## src/hdl/eepws_pkg.sv

```systemverilog
// Shared types and codes for the EEPROM page write scheduler.
package eepws_pkg;

    typedef logic [1:0] t_opcode;
    typedef logic [1:0] t_status;

    localparam t_opcode OP_WRITE_REQ = 2'd0;
    localparam t_opcode OP_XFER_DONE = 2'd1;
    localparam t_opcode OP_TICK      = 2'd2;

    localparam t_status ST_OK       = 2'd0;
    localparam t_status ST_FULL     = 2'd1;
    localparam t_status ST_ZERO_LEN = 2'd2;
    localparam t_status ST_IGNORED  = 2'd3;

    localparam logic [7:0] WAIT_TICKS_RESET = 8'd11;

endpackage

```

## src/hdl/eeprom_page_write_scheduler_unit.sv

```systemverilog
// EEPROM page write scheduler: request queue and page-bounded chunk issue.
//
//  channel   | handshake                 | payload
//  ----------+---------------------------+------------------------------------------
//  event in  | i_start / o_busy          | i_opcode, i_req_address, i_req_length,
//            |                           | i_req_handle
//  result    | o_res_valid (strobe)      | o_status, o_cmd_*, o_done_*, o_queue_count,
//            |                           | o_busy_res
//  config    | i_cfg_valid / o_cfg_ready | i_cfg_data (wait_ticks)
//
// One event per clock: each transaction is handled by a single pass of logic from the
// event ports and the queue head registers into the result registers, so the result
// strobe rises in the cycle after acceptance. o_busy stays low; the next request is read
// from the queue slot after the head with one combinational array read.
// Synchronous active-low reset clears pointers, counters and state flags, not the queue.
// The receiver cannot stall, so results are never held back. PAGE_SIZE is a power of two.
module eeprom_page_write_scheduler_unit #(
    parameter int QUEUE_DEPTH = 16,
    parameter int PAGE_SIZE   = 64
) (
    input  logic                i_clk,
    input  logic                i_rst_n,
    input  logic                i_start,
    output logic                o_busy,
    input  eepws_pkg::t_opcode  i_opcode,
    input  logic [15:0]         i_req_address,
    input  logic [15:0]         i_req_length,
    input  logic [15:0]         i_req_handle,
    output logic                o_res_valid,
    output eepws_pkg::t_status  o_status,
    output logic                o_cmd_valid,
    output logic [15:0]         o_cmd_address,
    output logic [6:0]          o_cmd_length,
    output logic [15:0]         o_cmd_offset,
    output logic [15:0]         o_cmd_handle,
    output logic                o_done_valid,
    output logic [15:0]         o_done_handle,
    output logic [4:0]          o_queue_count,
    output logic                o_busy_res,
    input  logic                i_cfg_valid,
    output logic                o_cfg_ready,
    input  logic [7:0]          i_cfg_data
);
    import eepws_pkg::*;

    localparam int PTR_W     = $clog2(QUEUE_DEPTH);
    localparam int CNT_W     = $clog2(QUEUE_DEPTH + 1);
    localparam int PAGE_BITS = $clog2(PAGE_SIZE);
    localparam int LEN_W     = PAGE_BITS + 1;

    // queue storage, no reset
    logic [15:0] r_q_addr   [QUEUE_DEPTH];
    logic [15:0] r_q_len    [QUEUE_DEPTH];
    logic [15:0] r_q_handle [QUEUE_DEPTH];

    logic [PTR_W-1:0] r_ins_ptr, n_ins_ptr;
    logic [PTR_W-1:0] r_srv_ptr, n_srv_ptr;
    logic [CNT_W-1:0] r_count, n_count;
    logic             r_writing, n_writing;
    logic             r_waiting, n_waiting;
    logic [15:0]      r_written, n_written;
    logic [LEN_W-1:0] r_last_len, n_last_len;
    logic [7:0]       r_wait_cnt, n_wait_cnt;
    logic [7:0]       r_wait_ticks;

    // request in progress
    logic [15:0] r_cur_addr, n_cur_addr;
    logic [15:0] r_cur_len, n_cur_len;
    logic [15:0] r_cur_handle, n_cur_handle;

    logic        r_res_valid;
    t_status     r_status, n_status;
    logic        r_cmd_valid, n_cmd_valid;
    logic [15:0] r_cmd_address, n_cmd_address;
    logic [6:0]  r_cmd_length, n_cmd_length;
    logic [15:0] r_cmd_offset, n_cmd_offset;
    logic [15:0] r_cmd_handle, n_cmd_handle;
    logic        r_done_valid, n_done_valid;
    logic [15:0] r_done_handle, n_done_handle;

    logic             w_accept;
    logic             w_insert;
    logic [PTR_W-1:0] w_srv_next;
    logic [PTR_W-1:0] w_ins_next;

    // chunk unit operands and results
    logic             w_issue;
    logic [15:0]      w_base;
    logic [15:0]      w_len;
    logic [15:0]      w_done_bytes;
    logic [15:0]      w_handle;
    logic [15:0]      w_chunk_addr;
    logic [LEN_W-1:0] w_room;
    logic [15:0]      w_remain;
    logic [15:0]      w_chunk_len;

    assign w_accept    = i_start & ~o_busy;
    assign o_busy      = 1'b0;
    assign o_cfg_ready = 1'b1;

    assign w_srv_next = (r_srv_ptr == PTR_W'(QUEUE_DEPTH - 1)) ? '0 : r_srv_ptr + 1'b1;
    assign w_ins_next = (r_ins_ptr == PTR_W'(QUEUE_DEPTH - 1)) ? '0 : r_ins_ptr + 1'b1;

    // page-bounded chunk: stop at the page end or at the request end
    assign w_chunk_addr = w_base + w_done_bytes;
    assign w_room       = LEN_W'(PAGE_SIZE) - {1'b0, w_chunk_addr[PAGE_BITS-1:0]};
    assign w_remain     = w_len - w_done_bytes;
    assign w_chunk_len  = (w_remain < 16'(w_room)) ? w_remain : 16'(w_room);

    always_comb begin
        n_ins_ptr     = r_ins_ptr;
        n_srv_ptr     = r_srv_ptr;
        n_count       = r_count;
        n_writing     = r_writing;
        n_waiting     = r_waiting;
        n_written     = r_written;
        n_last_len    = r_last_len;
        n_wait_cnt    = r_wait_cnt;
        n_cur_addr    = r_cur_addr;
        n_cur_len     = r_cur_len;
        n_cur_handle  = r_cur_handle;
        n_status      = ST_IGNORED;
        n_done_valid  = 1'b0;
        n_done_handle = '0;
        w_insert      = 1'b0;
        w_issue       = 1'b0;
        w_base        = r_cur_addr;
        w_len         = r_cur_len;
        w_done_bytes  = r_written;
        w_handle      = r_cur_handle;

        if (w_accept) begin
            case (i_opcode)
                OP_WRITE_REQ: begin
                    if (i_req_length == '0) begin
                        n_status = ST_ZERO_LEN;
                    end else if (r_count >= CNT_W'(QUEUE_DEPTH)) begin
                        n_status = ST_FULL;
                    end else begin
                        n_status  = ST_OK;
                        w_insert  = 1'b1;
                        n_ins_ptr = w_ins_next;
                        n_count   = r_count + 1'b1;
                        if (!r_writing) begin
                            // start this request at once
                            n_writing    = 1'b1;
                            n_waiting    = 1'b0;
                            n_written    = '0;
                            n_cur_addr   = i_req_address;
                            n_cur_len    = i_req_length;
                            n_cur_handle = i_req_handle;
                            w_issue      = 1'b1;
                            w_base       = i_req_address;
                            w_len        = i_req_length;
                            w_done_bytes = '0;
                            w_handle     = i_req_handle;
                        end
                    end
                end
                OP_XFER_DONE: begin
                    if (r_writing && !r_waiting) begin
                        n_status   = ST_OK;
                        n_written  = r_written + 16'(r_last_len);
                        n_waiting  = 1'b1;
                        n_wait_cnt = (r_wait_ticks == '0) ? 8'd1 : r_wait_ticks;
                    end
                end
                OP_TICK: begin
                    if (r_waiting) begin
                        n_status   = ST_OK;
                        n_wait_cnt = (r_wait_cnt == '0) ? '0 : r_wait_cnt - 1'b1;
                        if (r_wait_cnt <= 8'd1) begin
                            n_waiting = 1'b0;
                            if (r_written < r_cur_len) begin
                                w_issue = 1'b1;
                            end else begin
                                // retire the head, then start the next queued request if one is waiting
                                n_done_valid  = 1'b1;
                                n_done_handle = r_cur_handle;
                                n_srv_ptr     = w_srv_next;
                                n_count       = (r_count == '0) ? '0 : r_count - 1'b1;
                                n_writing     = 1'b0;
                                n_written     = '0;
                                if (r_count > CNT_W'(1)) begin
                                    n_writing    = 1'b1;
                                    n_cur_addr   = r_q_addr[w_srv_next];
                                    n_cur_len    = r_q_len[w_srv_next];
                                    n_cur_handle = r_q_handle[w_srv_next];
                                    w_issue      = 1'b1;
                                    w_base       = r_q_addr[w_srv_next];
                                    w_len        = r_q_len[w_srv_next];
                                    w_done_bytes = '0;
                                    w_handle     = r_q_handle[w_srv_next];
                                end
                            end
                        end
                    end
                end
                default: begin
                    n_status = ST_IGNORED;
                end
            endcase
        end

        n_cmd_valid   = w_issue;
        n_cmd_address = w_issue ? w_chunk_addr : '0;
        n_cmd_length  = w_issue ? w_chunk_len[6:0] : '0;
        n_cmd_offset  = w_issue ? w_done_bytes : '0;
        n_cmd_handle  = w_issue ? w_handle : '0;
        if (w_issue) begin
            n_last_len = w_chunk_len[LEN_W-1:0];
        end
    end

    always_ff @(posedge i_clk) begin
        if (w_insert) begin
            r_q_addr[r_ins_ptr]   <= i_req_address;
            r_q_len[r_ins_ptr]    <= i_req_length;
            r_q_handle[r_ins_ptr] <= i_req_handle;
        end
    end

    always_ff @(posedge i_clk) begin
        if (!i_rst_n) begin
            r_ins_ptr    <= '0;
            r_srv_ptr    <= '0;
            r_count      <= '0;
            r_writing    <= 1'b0;
            r_waiting    <= 1'b0;
            r_written    <= '0;
            r_last_len   <= '0;
            r_wait_cnt   <= '0;
            r_wait_ticks <= WAIT_TICKS_RESET;
            r_res_valid  <= 1'b0;
        end else begin
            r_ins_ptr   <= n_ins_ptr;
            r_srv_ptr   <= n_srv_ptr;
            r_count     <= n_count;
            r_writing   <= n_writing;
            r_waiting   <= n_waiting;
            r_written   <= n_written;
            r_last_len  <= n_last_len;
            r_wait_cnt  <= n_wait_cnt;
            r_res_valid <= w_accept;
            if (i_cfg_valid && o_cfg_ready) begin
                r_wait_ticks <= i_cfg_data;
            end
        end
    end

    // head request and result payload
    always_ff @(posedge i_clk) begin
        r_cur_addr    <= n_cur_addr;
        r_cur_len     <= n_cur_len;
        r_cur_handle  <= n_cur_handle;
        r_status      <= n_status;
        r_cmd_valid   <= n_cmd_valid;
        r_cmd_address <= n_cmd_address;
        r_cmd_length  <= n_cmd_length;
        r_cmd_offset  <= n_cmd_offset;
        r_cmd_handle  <= n_cmd_handle;
        r_done_valid  <= n_done_valid;
        r_done_handle <= n_done_handle;
    end

    assign o_res_valid   = r_res_valid;
    assign o_status      = r_status;
    assign o_cmd_valid   = r_cmd_valid;
    assign o_cmd_address = r_cmd_address;
    assign o_cmd_length  = r_cmd_length;
    assign o_cmd_offset  = r_cmd_offset;
    assign o_cmd_handle  = r_cmd_handle;
    assign o_done_valid  = r_done_valid;
    assign o_done_handle = r_done_handle;
    assign o_queue_count = 5'(r_count);
    assign o_busy_res    = r_writing;

    a_writing_has_entry: assert property (@(posedge i_clk) disable iff (!i_rst_n)
        r_writing |-> (r_count != '0))
        else $error("writing with an empty queue");

    a_wait_needs_write: assert property (@(posedge i_clk) disable iff (!i_rst_n)
        r_waiting |-> r_writing)
        else $error("waiting while no request is in progress");

    a_count_bound: assert property (@(posedge i_clk) disable iff (!i_rst_n)
        r_count <= CNT_W'(QUEUE_DEPTH))
        else $error("queue count beyond depth");

    a_ptr_gap: assert property (@(posedge i_clk) disable iff (!i_rst_n)
        (r_count != '0 && r_count != CNT_W'(QUEUE_DEPTH)) |-> (r_ins_ptr != r_srv_ptr))
        else $error("pointers collide on a partly filled queue");

    a_issue_starts_write: assert property (@(posedge i_clk) disable iff (!i_rst_n)
        $rose(r_writing) |-> (r_cmd_valid && r_res_valid))
        else $error("request started without a chunk command");

endmodule
```

## config.mk

```make
export PLATFORM = sky130hd
export DESIGN_NAME = eeprom_page_write_scheduler_unit
export DESIGN_NICKNAME = d
export VERILOG_FILES = /design/src/hdl/eepws_pkg.sv /design/src/hdl/eeprom_page_write_scheduler_unit.sv
export SDC_FILE = /design/constraint.sdc
export NUM_CORES = 1
export LEC_CHECK = 0
export BUFFER_PORTS_ARGS = -buffer_cell sky130_fd_sc_hd__buf_4
export CORE_AREA = 2 2 345 381
export DETAILED_ROUTE_END_ITERATION = 6
export DIE_AREA = 0 0 347 383
export GPL_TIMING_DRIVEN = 0
export PLACE_DENSITY = 0.54
export SKIP_CTS_REPAIR_TIMING = 1
export SLEW_MARGIN = 40
export SYNTH_ARGS = -nofsm -noshare
export SYNTH_HDL_FRONTEND = slang
export SYNTH_SLANG_ARGS = --single-unit
export TNS_END_PERCENT = 10
```

## constraint.sdc

```tcl
create_clock -name i_clk -period 18.3 [get_ports i_clk]
set_input_delay 1.83 -clock i_clk [delete_from_list [all_inputs] [get_ports i_clk]]
set_output_delay 1.83 -clock i_clk [all_outputs]
set_load 0.02 [all_outputs]
```

-- Word level (Yosys, flattened, before mapping)
Memories as Yosys holds them, arrays and structs flattened.
Index checks and enable logic that the tools add are counted.
- magnitude comparators: 5
- add/subtract/negate cells: 9
- reduce and logical (&&, ||, !) cells: 18
- bitwise operators: 7
- multiplexer cells: 90
- equal/unequal tests: 11
- operators with widths (kind ; number):
    16-bit two-way mux ; 36
    16-bit case mux with 2 select lines ; 4
    16-bit case mux with 3 select lines ; 1
    8-bit two-way mux ; 4
    5-bit two-way mux ; 6
    1-bit two-way mux ; 27
    16-bit adder ; 1
    16-bit by 7-bit adder with 16-bit output ; 1
    16-bit logical NOT ; 1
    8-bit logical NOT ; 2
    16-bit less-than comparator ; 1
    16-bit by 7-bit less-than comparator with 1-bit output ; 1
    8-bit case mux with 2 select lines ; 1
    16-bit subtractor ; 1
    2-bit != test (second input constant) ; 7
    4-bit AND reduction ; 3
    6-bit AND reduction ; 2
    5-bit case mux with 2 select lines ; 1
    4-bit by 1-bit adder with 4-bit output (second input constant) ; 2
    4-bit equality test (second input constant) ; 2
    8-bit by 1-bit less-or-equal comparator with 1-bit output (second input constant) ; 1
    4-bit two-way mux ; 2
    8-bit by 1-bit subtractor with 8-bit output (second input constant) ; 1
    7-bit two-way mux ; 1
    21 further kinds ; 31
- output and inout port bits: 84
- flip-flop bits (word level): 178
- RAM bits: 768
- input bits: 62
- memories: 3
- memories (memory ; words ; width ; rd ports ; clocked after Yosys merged registers in ; wr ports ; line ; RTL):
    r_q_addr ; 16 ; 16 ; 1 ; 0 ; 1 ; eeprom_page_write_scheduler_unit.sv:52 ; logic [15:0] r_q_addr [QUEUE_DEPTH];
    r_q_handle ; 16 ; 16 ; 1 ; 0 ; 1 ; eeprom_page_write_scheduler_unit.sv:54 ; logic [15:0] r_q_handle [QUEUE_DEPTH];
    r_q_len ; 16 ; 16 ; 1 ; 0 ; 1 ; eeprom_page_write_scheduler_unit.sv:53 ; logic [15:0] r_q_len [QUEUE_DEPTH];

-- Longest topological paths before layout
An unclocked memory read counts as a cell.
- depth in word-level cells: 13
- depth in mapped cells: 32
- mapped depth without buffers: 28

-- Least setup slack after synthesis
No wires, ideal clock.
- kind: input-to-reg
- start point: input port i_opcode[0]
- end point: register r_last_len[3]
- required time: 18.209 ns
- cell stages on the path: 29
- data arrival time: 7.283 ns
- setup slack: 10.926 ns
- path through: inv_1 ha_1 clkbuf_1 nand4_1 o22ai_2 buf_4 and2_1 clkbuf_1 clkbuf_1 a32oi_1 nand2_1 ha_1 inv_1 fa_1 nor2b_1 o21ai_0 a21boi_0 nor2_1 or4_1 ha_1 and4_1 o21ai_0 nand4_1 nor4b_1 o2111ai_1 a211oi_2 buf_6 o21ai_0 a311oi_1
- longest elaborated chain between the ends: 7
- ends and longest elaborated chain (what ; line ; RTL):
    start: declaration ; eeprom_page_write_scheduler_unit.sv:25 ; input eepws_pkg::t_opcode i_opcode,
    2-bit equality test or 2-bit logical NOT (tied branches) ; eeprom_page_write_scheduler_unit.sv:133 ; case (i_opcode)
    16-bit case mux with 2 select lines ; n/a ;
    16-bit two-way mux ; eeprom_page_write_scheduler_unit.sv:132 ; if (w_accept) begin
    16-bit adder ; eeprom_page_write_scheduler_unit.sv:105 ; assign w_chunk_addr = w_base + w_done_bytes;
    7-bit by 6-bit subtractor with 7-bit output ; eeprom_page_write_scheduler_unit.sv:106 ; assign w_room = LEN_W'(PAGE_SIZE) - {1'b0, w_chunk_addr[PAGE_BITS-1:0]};
    16-bit by 7-bit less-than comparator with 1-bit output ; eeprom_page_write_scheduler_unit.sv:108 ; assign w_chunk_len = (w_remain < 16'(w_room)) ? w_remain : 16'(w_room);
    7-bit two-way mux ; eeprom_page_write_scheduler_unit.sv:108 ;
    end signal: assignment ; eeprom_page_write_scheduler_unit.sv:242 ; r_last_len <= n_last_len;
    end: declaration ; eeprom_page_write_scheduler_unit.sv:62 ; logic [LEN_W-1:0] r_last_len, n_last_len;
Several ways; a longest one is shown, not always the timed one.
A chain may end at the register's enable or synchronous reset.

-- Final worst setup path
- start point: input port i_opcode[0]
- end point: register r_last_len[4]
Same word-level chain as after synthesis.

==> results.toml <==
[clock_tree]
clock-sinks = 946
clock_latency_ns = 0.72
ctsLongestPathBuffers = 3
clk_transition_reported_paths_ns = 0.06
cts_root_buf = "clkbuf_16"
cts_tree = "yes"
cts-buffers-inserted = 100
htree_levels = 3

[worst_setup_path]
startpoint = "i_opcode[0]"
r2r_cells = 29
crit_arrival_ns = 9.81
cp-endpoint = "r_last_len[4]$_SDFFE_PN0P_"
worstPathRequired_ns = 18.92
reg2reg_from = "o_queue_count[1]$_SDFFE_PN0P_"
critical-path-slowest-cell = "clkbuf_1"
r2r_slack_ns = 9.52
regToRegEndpoint = "r_last_len[4]$_SDFFE_PN0P_"
critPathCaptureType = "flip-flop"
start_kind = "primary input"
criticalPathCategory = "in2reg"
path_max_fanout = 10
max_stage_delay_ns = 0.64

[floorplanning]
fp-row-count = 139
core_area_mm2 = 0.1296
start_util_pct = 29.74
ios = 146
die_y_um = 383
dieWidth_um = 347
die_area_mm2 = 0.1329

[global_route]
grt_pass1_wl_um = 155000
antenna_found_initial = 6
grt_overflow = 0
grt_usage_pct = 15.84
grt_start_max_net_pins = 19
grt_pass1_vias = 22720

[sta]
worstMarginPinSlew_ns = 0.8677
setup_ws_ns = 9.110
hold_viol = 0
fmax_mhz = 108.8
skew_ns = 0.05010
period_minus_slack_ns = 9.190
finalSetupViolCount = 0
grt_setup_unrepaired = "false"
maxSlewViolCount = 0
relSlewSlack_pct = 42.15
fin_setup_tns_ns = 0
period_share_pct = 50.22

[placed_design]
gp_congestion = 0.8547
dpl_worst_slack_ns = 8.447
dpl_cell_area_mm2 = 0.04312
dp.final_hpwl_um = 74000
port_buffers = 141

[synthesis]
synth.ff_latch_count = 946
yosysWarnings = 0
synth_cell_types = 75
syn_nets = 2601
netlist.area_leader.share_pct = 59.84
synth_flop_cell = "edfxtp_1"
synth_top_area_cell = "edfxtp_1"
ys_seq_area_share_pct = 69.09
synth-edff-count = 768
synthArstFlopShare_pct = 0
synth_cells = 2462
synth.area.top_cells = "edfxtp_1, mux4_2, dfxtp_1, nand2_1, ha_1"
syn_area_mm2 = 0.03854
avgSynthCellArea_um2 = 15.65

[route]
wl_per_cell_um = 23.25
antenna_left = 0
drt_iter0_drc = 2040
via_count = 22670
drc_errors = 4
wirelength_um = 106200
viasPerCell = 4.964
firstDrtPassIters = 7

[hold_path]
worstHoldStart = "r_cur_addr[6]$_DFF_P_"
hold_class = "reg2reg"
hold_path_depth = 2

[pwr]
p_leak_nw = 15.83
p_per_area_mw_per_mm2 = 100.7
peakVddDrop_v = 0.00007680
total_power_mw = 4.678

[run_status]
status = "complete, but fails checks"
violations = "DRC"

[layout]
fill_cells = 12230
fin_nets = 2931
layout_common_cells = "edfxtp_1, nand2_1, mux4_2"
syn_to_final_growth_pct = 20.51
final_cell_area_mm2 = 0.04645
final_common_cell = "edfxtp_1"
multi_input_area_mm2 = 0.01125
final_layout_size_suffix_gt1_share_pct = 22.58
area.sequential_mm2 = 0.02663

[job]
cap_violations = 0
## how the worst min path moves through the flow
| stage | endpoint | slack, ns |
|---|---|---|
| 2_1_floorplan | r_cur_addr[12]$_DFF_P_ | 0.42 |
| 6_report | r_cur_addr[6]$_DFF_P_ | 0.48 |
| 3_3_place_gp | r_cur_addr[6]$_DFF_P_ | 0.47 |
| 4_1_cts | r_cur_addr[4]$_DFF_P_ | 0.48 |
| 5_1_grt | r_waiting$_SDFFE_PN0P_ | 0.50 |
| 3_5_place_dp | o_done_handle[3]$_SDFF_PP0_ | 0.47 |
## metal layers
layer	up-vias	share of wire [%]	GRT usage, %
met5	-	0.070	0
met4	12	2.4	4.928
li1	10220	-	-
met1	11620	43	20.94
met3	151	5.7	2.914
met2	668	49	26.41
## cell usage after synthesis, drive strengths merged (22+ instances only)
master,count
mux2i,44
and2,34
a32oi,27
nand4,28
edfxtp,768
inv,67
ha,74
dfxtp,178
clkbuf,88
nand3,53
o211ai,22
nor3,34
nand2,331
nor2,105
a31oi,24
buf,38
a21oi,67
mux4,188
o21ai,69
## through the flow
stage | hold slack (ns) | util (%) | instances
3_5_place_dp | 0.4685 | 33.28 | 4382
3_3_place_gp | 0.4660 | 32.20 | 4295
4_1_cts | 0.4840 | 35.84 | 4566
2_1_floorplan | 0.4153 | - | 2462
5_1_grt | 0.5023 | 35.84 | 4566
6_report | 0.4776 | 35.85 | 4567
## critical path: cells and delay by family
kind / cells / cell delay (ns)
AND/OR/NAND/NOR: 9 / 2.40
buffers and inverters: 8 / 2.29
AO/OA/AOI/OAI: 9 / 2.11
adder cells (fa/ha/maj): 4 / 1.15
## report_power, final
| part | internal [mW] | switching, mW |
|---|---|---|
| sequential | 2.35 | 0.0150 |
| clock | 1.18 | 0.875 |
| combinational | 0.0907 | 0.165 |
| total | 3.62 | 1.06 |
## flip-flops by register name (all words and copies together), names as in the netlist, 16 cells and up
name,cells
o_cmd_handle,16
o_done_handle,16
r_q_handle,256
r_cur_len,16
r_written,16
r_cur_addr,16
r_cur_handle,16
o_cmd_address,16
r_q_len,256
o_cmd_offset,16
r_q_addr,256
## layout make-up
type	instances	area share, %
Clock inverter	61	1.509
Sequential cell	946	57.33
Tap cell	1692	4.558
Timing Repair Buffer	228	4.994
Antenna cell	1	0.005388
Inverter	67	0.5415
Clock buffer	123	5.638
Buffer	126	1.207
Multi-Input combinational cell	1323	24.22
## cells by family after synthesis
| group | share of synthesized area, % |
|---|---|
| multiplexers | 12.16 |
| AO/OA/AOI/OAI | 5.493 |
| XOR/XNOR | 0.6818 |
| adder cells (fa/ha/maj) | 2.558 |
| other | 0.01949 |
| buffers and inverters | 2.039 |
| AND/OR/NAND/NOR | 7.964 |
| flip-flops | 69.09 |
Note: power is estimated with default switching activity, not from simulation.
